`src/rtl/atss_mem.sv`:
```
module atss_mem #(
    parameter int AW = 7
) (
    input  logic                 clk,
    input  logic                 we,
    input  logic [AW-1:0]        waddr,
    input  logic signed [31:0]   wdata,
    input  logic [AW-1:0]        raddr,
    output logic signed [31:0]   rdata
);
    logic signed [31:0] mem [0:(1<<AW)-1];

    always_ff @(posedge clk)
    begin
        if (we)
        begin
            mem[waddr] <= wdata;
        end
        rdata <= mem[raddr];
    end
endmodule

```
`config.mk`:
```
export PLATFORM = sky130hd
export DESIGN_NAME = atss_mem
export DESIGN_NICKNAME = d
export VERILOG_FILES = /design/src/rtl/atss_mem.sv
export SDC_FILE = /design/constraint.sdc
export NUM_CORES = 2
export LEC_CHECK = 0
export ABC_CLOCK_PERIOD_IN_PS = 4800
export BUFFER_PORTS_ARGS = -buffer_cell sky130_fd_sc_hd__buf_4
export CAP_MARGIN = 20
export CORE_ASPECT_RATIO = 1.75
export CORE_MARGIN = 2
export CORE_UTILIZATION = 45
export DETAILED_ROUTE_END_ITERATION = 6
export SLEW_MARGIN = 20
export SYNTH_ARGS = -nofsm -noshare
export SYNTH_HDL_FRONTEND = slang
export SYNTH_SLANG_ARGS = --single-unit
```
`constraint.sdc`:
```
create_clock -name clk -period 4.8 [get_ports clk]
set_clock_uncertainty 0.1 [all_clocks]
set_input_delay 0.48 -clock clk [delete_from_list [all_inputs] [get_ports clk]]
set_output_delay 0.48 -clock clk [all_outputs]
set_load 0.02 [all_outputs]
```
==> impl_metrics.yaml <==
run_status:
  status: "completed"
synthesis:
  yosys_warnings: 0
  synthDistinctLibCells: 17
  syn_area_um2: 156300
  syn_area_per_cell_um2: 26.09
  syn_inst: 5990
  synth_seq_cells: 4128
  synth-seq-area-share: 0.7912
  synth_fp_nets: 6038
min_path:
  min_path_type: "input pin to register"
  whs_path_depth: 1
timing:
  setup_ws_ps: 1592
  worst_slew_pin_slew_ps: 1157
  setup_violations: 0
  final_hold_viol_count: 0
  slew_viol_final: 0
  fin_crit_ps: 3208
  tns_ps: 0
  min_period_over_period: 0.6684
  max_slew_margin: 0.2289
  rsz0062_at_grt: "no"
  max_freq_ghz: 0.3117
worst_setup_path:
  crit_family: "multiplexers"
  critPathRequiredTime_ps: 5520
  path_depth: 7
  critPathMaxStageDelay_ps: 770
  startpoint_type: "input pin"
  path_buf_inv: 3
  end_kind: "register"
  rr_worst_depth: 4
  crit_top_cell: "mux4_2"
  crit_fanout: 37
  worst_path_max_delay_cell: "mux4_2"
  crit_chain: "buf_16, buf_12, buf_12, mux4_2, mux4_2, mux4_2, mux2_2"
  critPathKind: "input pin to register"
  critPathArrivalTime_ps: 3930
grt:
  grt_start_max_net_pins: 129
  grtUsageTotal: 0.2476
  antenna_found_initial: 64
  grt_pass1_wl_um: 599000
  first_global_vias: 72823
  grt.overflow.total: 0
placement:
  gp_congestion: 0.8253
  portBuffers: 79
  place_hpwl_um: 256000
  post-place-ws_ps: 656.6
clock_network:
  clk_path_buf_depth: 4
  clk_latency_ps: 940
  cts.clk_slew.worst_paths_ps: 70
  cts_tree: "yes"
  cts_setup_buffers: 0
  cts_made_buffers: 360
  cts-htree-levels: 5
  cts-root-buf: "clkbuf_16"
  clock-sinks: 4128
detailed_routing:
  drt_iter0_drc: 8707
  via_per_inst: 6.104
  first_pass_iters: 5
  postRouteWirelength_um: 435000
  drt-wirelength-per-cell_um: 37.64
  ant_nets: 0
  drc: 0
  dr_total_vias: 70553
layout:
  multi_input_area_um2: 32290
  seqCellArea_um2: 123600
  area_growth_pct: 13.64
  drive_gt1_frac: 0.3546
  nets: 6473
  fill_cells: 26374
floorplanning:
  core_area_um2: 346000
  num_rows: 286
  die_w_um: 449.5
  dieArea_um2: 352200
  io_pins: 80
  die_h_um: 783.6
  start_util: 0.4516
power:
  cellPowerDensity_nw_per_um2: 411.1
  ir_drop_mv: 0.2467
  power.leakage_nw: 53.79
run:
  drv_cap: 0
final timing paths:
path,from,endpoint,slack [ps]
max,raddr[0],rdata[6],1590
min,wdata[3],mem[104][3],60
max reg2reg,mem[87][10],rdata[10],1950
min reg2reg,mem[112][10],rdata[10],1050
state kept, by name, summed over array words and instances (netlist names):
register and flops:
mem 4096, rdata 32
Yosys cell counts:
cell type / number / share of area
mux2_2: 32 / 0.0023
nor3_1: 9 / 0.00029
nor2_1: 122 / 0.0029
nand2b_1: 2 / 0.000080
nand2_1: 14 / 0.00034
nand3_1: 12 / 0.00038
mux4_2: 1344 / 0.19
nand4_1: 3 / 0.00012
clkbuf_1: 182 / 0.0044
dfxtp_1: 32 / 0.0041
edfxtp_1: 4096 / 0.79
buf_4: 3 / 0.00014
or3_1: 1 / 0.000040
nor2b_1: 7 / 0.00028
buf_6: 2 / 0.00014
buf_1: 50 / 0.0012
buf_2: 79 / 0.0025
timing repair:
item                      4_1_cts  5_1_grt
hold endpoints to repair      317        0
gates resized for setup         0        0
hold buffers                   12        0
worst reg2reg max path, delay by kind of cell, from the launching register on:
family  cells  cell delay [ps]
flops       1              390
mux         4             2250
power by group:
group          leakage (nW)  switching, mW  total (mW)  internal, mW
logic                  11.1           2.60        4.14          1.53
registers              37.1          0.160        40.0          39.8
clock network          5.61           12.9        28.9          16.0
area by class of cell:
class / count / area share
diodes: 236 / 0.003325
clock buffers: 449 / 0.05407
clock inverters: 203 / 0.01058
multi-input cells: 1546 / 0.1818
flip-flops and latches: 4128 / 0.6962
well taps: 4608 / 0.03247
repair buffers: 389 / 0.02152
per-layer routing:
metal,vias up,track usage,share of wire
met4,24,0.1272,0.050
met2,2936,0.4446,0.54
met1,39503,0.2919,0.35
met5,-,0,0.00037
li1,27464,-,-
met3,626,0.03107,0.060
through the flow:
step / power [mW] / hold slack, ps / utilization / area (um^2) / std cells
2_1_floorplan: 42.60 / 478.9 / - / 156300 / 5990
3_3_place_gp: 44.86 / 702.1 / 0.4780 / 165400 / 10659
3_5_place_dp: 44.92 / 711.1 / 0.4780 / 165400 / 10659
4_1_cts: 73.48 / 2.271 / 0.5115 / 177000 / 11323
5_1_grt: 74.78 / 59.47 / 0.5130 / 177500 / 11533
6_report: 73.01 / 63.59 / 0.5132 / 177600 / 11559
cell usage in the layout (no fill, tap or decap), drive strengths merged:
cell,n
inv,8
clkinvlp,9
nor2,122
bufinv,34
or3,1
nand4,3
nand2b,2
nand3,12
dfxtp,32
nor2b,7
nand2,14
buf,377
clkbuf,449
dlygate4sd3,12
diode,236
mux4,1344
mux2,32
nor3,9
clkinv,152
edfxtp,4096
cells by family (layout without fill, tap and decap cells):
kind of cell / count (synthesis) / after routing / share of synthesized area
flops: 4128 / 4128 / 0.7912
simple gates: 170 / 170 / 0.004460
other cells: 0 / 236 / 0
buf+inv: 316 / 1041 / 0.008391
mux: 1376 / 1376 / 0.1960
Note: power is estimated with default switching activity, not from simulation.
