File: config.mk
export PLATFORM = sky130hd
export DESIGN_NAME = atss_cmp
export DESIGN_NICKNAME = d
export VERILOG_FILES = /design/src/rtl/atss_cmp.sv
export SDC_FILE = /design/constraint.sdc
export NUM_CORES = 1
export LEC_CHECK = 0
export BUFFER_PORTS_ARGS = -buffer_cell sky130_fd_sc_hd__buf_2
export CORE_MARGIN = 5
export CORE_UTILIZATION = 25
export DETAILED_ROUTE_END_ITERATION = 16
export PLACE_DENSITY = 0.56
export REMOVE_ABC_BUFFERS = 1
export SLEW_MARGIN = 15
export SYNTH_ARGS = -nofsm -noshare
export SYNTH_HDL_FRONTEND = slang
export SYNTH_SLANG_ARGS = --single-unit
File: constraint.sdc
create_clock -name vclk -period 5.55
set_input_delay 1.11 -clock vclk [all_inputs]
set_output_delay 1.11 -clock vclk [all_outputs]
set_load 0.01 [all_outputs]
File: src/rtl/atss_cmp.sv
// shared compare unit: signed order and equality
module atss_cmp (
    input  logic signed [31:0] a,
    input  logic signed [31:0] b,
    output logic               lt,
    output logic               eq
);
    assign lt = a < b;
    assign eq = a == b;
endmodule

==> impl_summary.log <==
INFO  metric status = finished clean
INFO  metric compound_cell_area_share_of_the_yosys_netlist = 0.206
INFO  metric setup.worst_path.start_class = input pin
INFO  metric worst_min_path_class = input pin to output pin
INFO  metric swShare = 0.461
INFO  metric count_of_unresolved_drc_violations_after_routing = 0
INFO  metric detailedRoute.firstIterationViolations = 10
INFO  metric finish.cell_count_without_fillers = 223
INFO  metric setup.worst_path.end_class = output pin
INFO  metric timing.critical_path.cells = buf_2 > inv_1 > ha_1 > nand4_1 > nor4_2 > a21boi_2 > o31a_1 > o22ai_2 > buf_2
INFO  metric cp.arrival = 2.65 ns
INFO  metric fmax = 266 MHz
INFO  metric synthSimpleGateAreaFrac = 0.160
INFO  metric worst_slew_pin_slew = 0.391 ns
INFO  metric floorplan.die.height = 67.3 um
INFO  metric place.detailed.hpwl = 1950 um
INFO  metric finalSetupViolCount = 0
INFO  metric drv_cap = 0
INFO  metric pin_count_of_the_biggest_net_entering_global_routing = 5
INFO  metric period_minus_slack = 3.76 ns
INFO  metric syn_to_final_growth = 47.0%
INFO  metric route.final.wire_length = 1970 um
INFO  metric layout.area.seq = 0 sq um
INFO  metric placement.setup.worst_slack = 1.77 ns
INFO  metric p_int = 39.3 uW
INFO  metric placedCellCount = 223
INFO  metric yosys.area_share.adder = 0.488
INFO  metric post_synth_instance_area = 821 sq um
INFO  metric postSynthCellCount = 113
INFO  metric dpl-instance-area = 1210 sq um
INFO  metric path_max_fanout = 3
INFO  metric gpl.final_weighted_congestion = 0.692
INFO  metric static-leakage-power = 0.765 nW
INFO  metric finalHoldViolCount = 0
INFO  metric final_cell_area = 1210 sq um
INFO  metric floorplan.die_area = 4530 sq um
INFO  metric holdBufCountCts = 0
INFO  metric drive_gt1_frac = 0.397
INFO  metric worst-setup-path-type = input pin to output pin
INFO  metric path_delay_family = simple AND/OR/NAND/NOR gates
INFO  metric num-clock-buffers = 0
INFO  metric synthesis.yosys.warnings = 0
INFO  metric fin_setup_tns = 0 ns
INFO  metric worst_path_most_repeated_cell = sky130_fd_sc_hd__buf_2
INFO  metric timing.final.crit_share = 0.678
INFO  metric p_comb_frac = 1.000
INFO  metric count_of_vias_placed_by_the_detailed_router = 919
INFO  metric combinational_family_with_the_most_area_after_synthesis = adder cells
INFO  metric critical_path.slowest_cell = sky130_fd_sc_hd__nor4_2
INFO  metric place.port_buffers = 66
INFO  metric grt_pass1_vias = 843
INFO  metric synth.area.mux_share = 0
INFO  metric initial_utilization = 0.265
INFO  metric synthesis.area_per_instance = 7.26 sq um
INFO  metric postLayoutSetupSlackWorst = 1.79 ns
INFO  metric drt_first_pass_iters = 2
INFO  metric ioPinCount = 66
INFO  metric drt-wirelength-per-cell = 8.83 um
INFO  metric n_sequential_cell = 0
INFO  metric grt_use_total = 0.0788
INFO  metric worst_ir_drop_vdd = 0.0222 mV
INFO  metric finalNetCount = 277
INFO  metric max-slew-margin-rel = 0.737
INFO  metric drtAntennaViolNets = 0
INFO  metric core = 3100 sq um
INFO  metric resize_count_post_cts = 0
INFO  metric worstPathRequired = 4.44 ns
INFO  metric synth_sequential_area_ratio = 0
INFO  metric worst-path-buf-inv = 3
INFO  metric maxSlewViolCount = 0
INFO  metric n_antenna_cell = 0
INFO  metric clock_power_share = 0
INFO  metric seq_power_share = 0
INFO  metric synth-xor-area-share = 0
INFO  metric final_core_util = 0.389
INFO  metric count_of_cell_types_in_the_netlist = 24
INFO  metric num_rows = 20
INFO  metric drt-vias-per-instance = 4.12
INFO  metric grt_first_pass_wirelength = 3050 um
INFO  metric cts.repair_timing.setup_buffer_count = 0
INFO  metric cp_slowest_stage_delay = 0.34 ns
INFO  metric die_width = 67.3 um
INFO  metric power_density = 60.4 nW/um^2
INFO  metric grt_setup_unrepaired = no
INFO  metric antenna_found_initial = 0
INFO  metric switchingPower = 33.6 uW
INFO  metric grt_remaining_overflow = 0
## worst paths after layout
path	cells after the start	to	slack [ns]	startpoint
max	9	lt	1.79	b[14]
min	4	lt	2.71	a[31]
## per-stage QoR
stage / total power [mW] / hold slack [ns]
after detailed placement: 0.0742 / 2.72
after CTS: 0.0745 / 2.72
after global placement: 0.0745 / 2.71
after floorplan: 0.0427 / 2.50
after global routing: 0.0858 / 2.73
final: 0.0728 / 2.71
## routing by layer
layer | part of all wire | up-vias | global-route usage
li1 | - | 528 | -
met1 | 0.47 | 353 | 0.109
met2 | 0.42 | 38 | 0.139
met3 | 0.11 | 0 | 0.00832
met4 | 0 | 0 | 0
met5 | 0 | - | 0
## cells by family after synthesis
group,count (synthesis)
compound gates,25
fa+ha+maj,32
buf+inv,32
simple gates,24
## tightest hold or removal path, cell delays in order
cell and delay [ns]:
sky130_fd_sc_hd__buf_2 0.08, sky130_fd_sc_hd__ha_1 0.18, sky130_fd_sc_hd__o22ai_2 0.10, sky130_fd_sc_hd__buf_2 0.14
## synth_stat cells
| cell type | n | area share |
|---|---|---|
| sky130_fd_sc_hd__nand4_1 | 6 | 0.046 |
| sky130_fd_sc_hd__inv_1 | 32 | 0.15 |
| sky130_fd_sc_hd__o31a_1 | 1 | 0.011 |
| sky130_fd_sc_hd__nand3_1 | 2 | 0.012 |
| sky130_fd_sc_hd__nand2_1 | 7 | 0.032 |
| sky130_fd_sc_hd__a211oi_1 | 1 | 0.0091 |
| sky130_fd_sc_hd__nor2_1 | 4 | 0.018 |
| sky130_fd_sc_hd__nand4_2 | 1 | 0.015 |
| sky130_fd_sc_hd__a21o_1 | 2 | 0.018 |
| sky130_fd_sc_hd__nor2b_1 | 1 | 0.0076 |
| sky130_fd_sc_hd__a21boi_2 | 1 | 0.014 |
| sky130_fd_sc_hd__nor4_2 | 1 | 0.015 |
| sky130_fd_sc_hd__a21oi_1 | 11 | 0.067 |
| sky130_fd_sc_hd__a221oi_1 | 1 | 0.011 |
| sky130_fd_sc_hd__o211ai_1 | 1 | 0.0091 |
| sky130_fd_sc_hd__o21ai_0 | 2 | 0.012 |
| sky130_fd_sc_hd__o21ai_1 | 1 | 0.0061 |
| sky130_fd_sc_hd__nor3_1 | 1 | 0.0061 |
| sky130_fd_sc_hd__o22ai_2 | 1 | 0.015 |
| sky130_fd_sc_hd__a221o_1 | 1 | 0.012 |
| sky130_fd_sc_hd__a21oi_2 | 1 | 0.011 |
| sky130_fd_sc_hd__o2111ai_1 | 1 | 0.011 |
| sky130_fd_sc_hd__nor4_1 | 1 | 0.0076 |
| sky130_fd_sc_hd__ha_1 | 32 | 0.49 |
## cell usage in the layout, fill, tap and decap left out
| cell type | netlist | layout |
|---|---|---|
| sky130_fd_sc_hd__a221o_1 | 1 | 1 |
| sky130_fd_sc_hd__nor3_1 | 1 | 1 |
| sky130_fd_sc_hd__o21ai_1 | 1 | 1 |
| sky130_fd_sc_hd__a21oi_1 | 11 | 11 |
| sky130_fd_sc_hd__nor2_1 | 4 | 4 |
| sky130_fd_sc_hd__nor4_1 | 1 | 1 |
| sky130_fd_sc_hd__o21ai_0 | 2 | 2 |
| sky130_fd_sc_hd__inv_1 | 32 | 32 |
| sky130_fd_sc_hd__o211ai_1 | 1 | 1 |
| sky130_fd_sc_hd__nor2b_1 | 1 | 1 |
| sky130_fd_sc_hd__a211oi_1 | 1 | 1 |
| sky130_fd_sc_hd__buf_2 | 0 | 66 |
| sky130_fd_sc_hd__a21oi_2 | 1 | 1 |
| sky130_fd_sc_hd__nand4_1 | 6 | 6 |
| sky130_fd_sc_hd__nor4_2 | 1 | 1 |
| sky130_fd_sc_hd__o31a_1 | 1 | 1 |
| sky130_fd_sc_hd__nand4_2 | 1 | 1 |
| sky130_fd_sc_hd__nand2_1 | 7 | 7 |
| sky130_fd_sc_hd__o22ai_2 | 1 | 1 |
| sky130_fd_sc_hd__o2111ai_1 | 1 | 1 |
| sky130_fd_sc_hd__a221oi_1 | 1 | 1 |
| sky130_fd_sc_hd__a21o_1 | 2 | 2 |
| sky130_fd_sc_hd__ha_1 | 32 | 32 |
| sky130_fd_sc_hd__nand3_1 | 2 | 2 |
| sky130_fd_sc_hd__a21boi_2 | 1 | 1 |
## power groups by stage
stage	Sequential (mW)	Combinational, mW	Clock, mW
global route	0	0.0858	0
floorplan	0	0.0427	0
detailed placement	0	0.0742	0
CTS	0	0.0745	0
global placement	0	0.0745	0
finish	0	0.0728	0
## cell type report
cell class	count	area [sq um]
fill	343	1900
inverter	32	120
multi-input combinational	81	701
tap	44	55.1
timing repair buffer	66	330
Power figures use the tool's default switching activity.
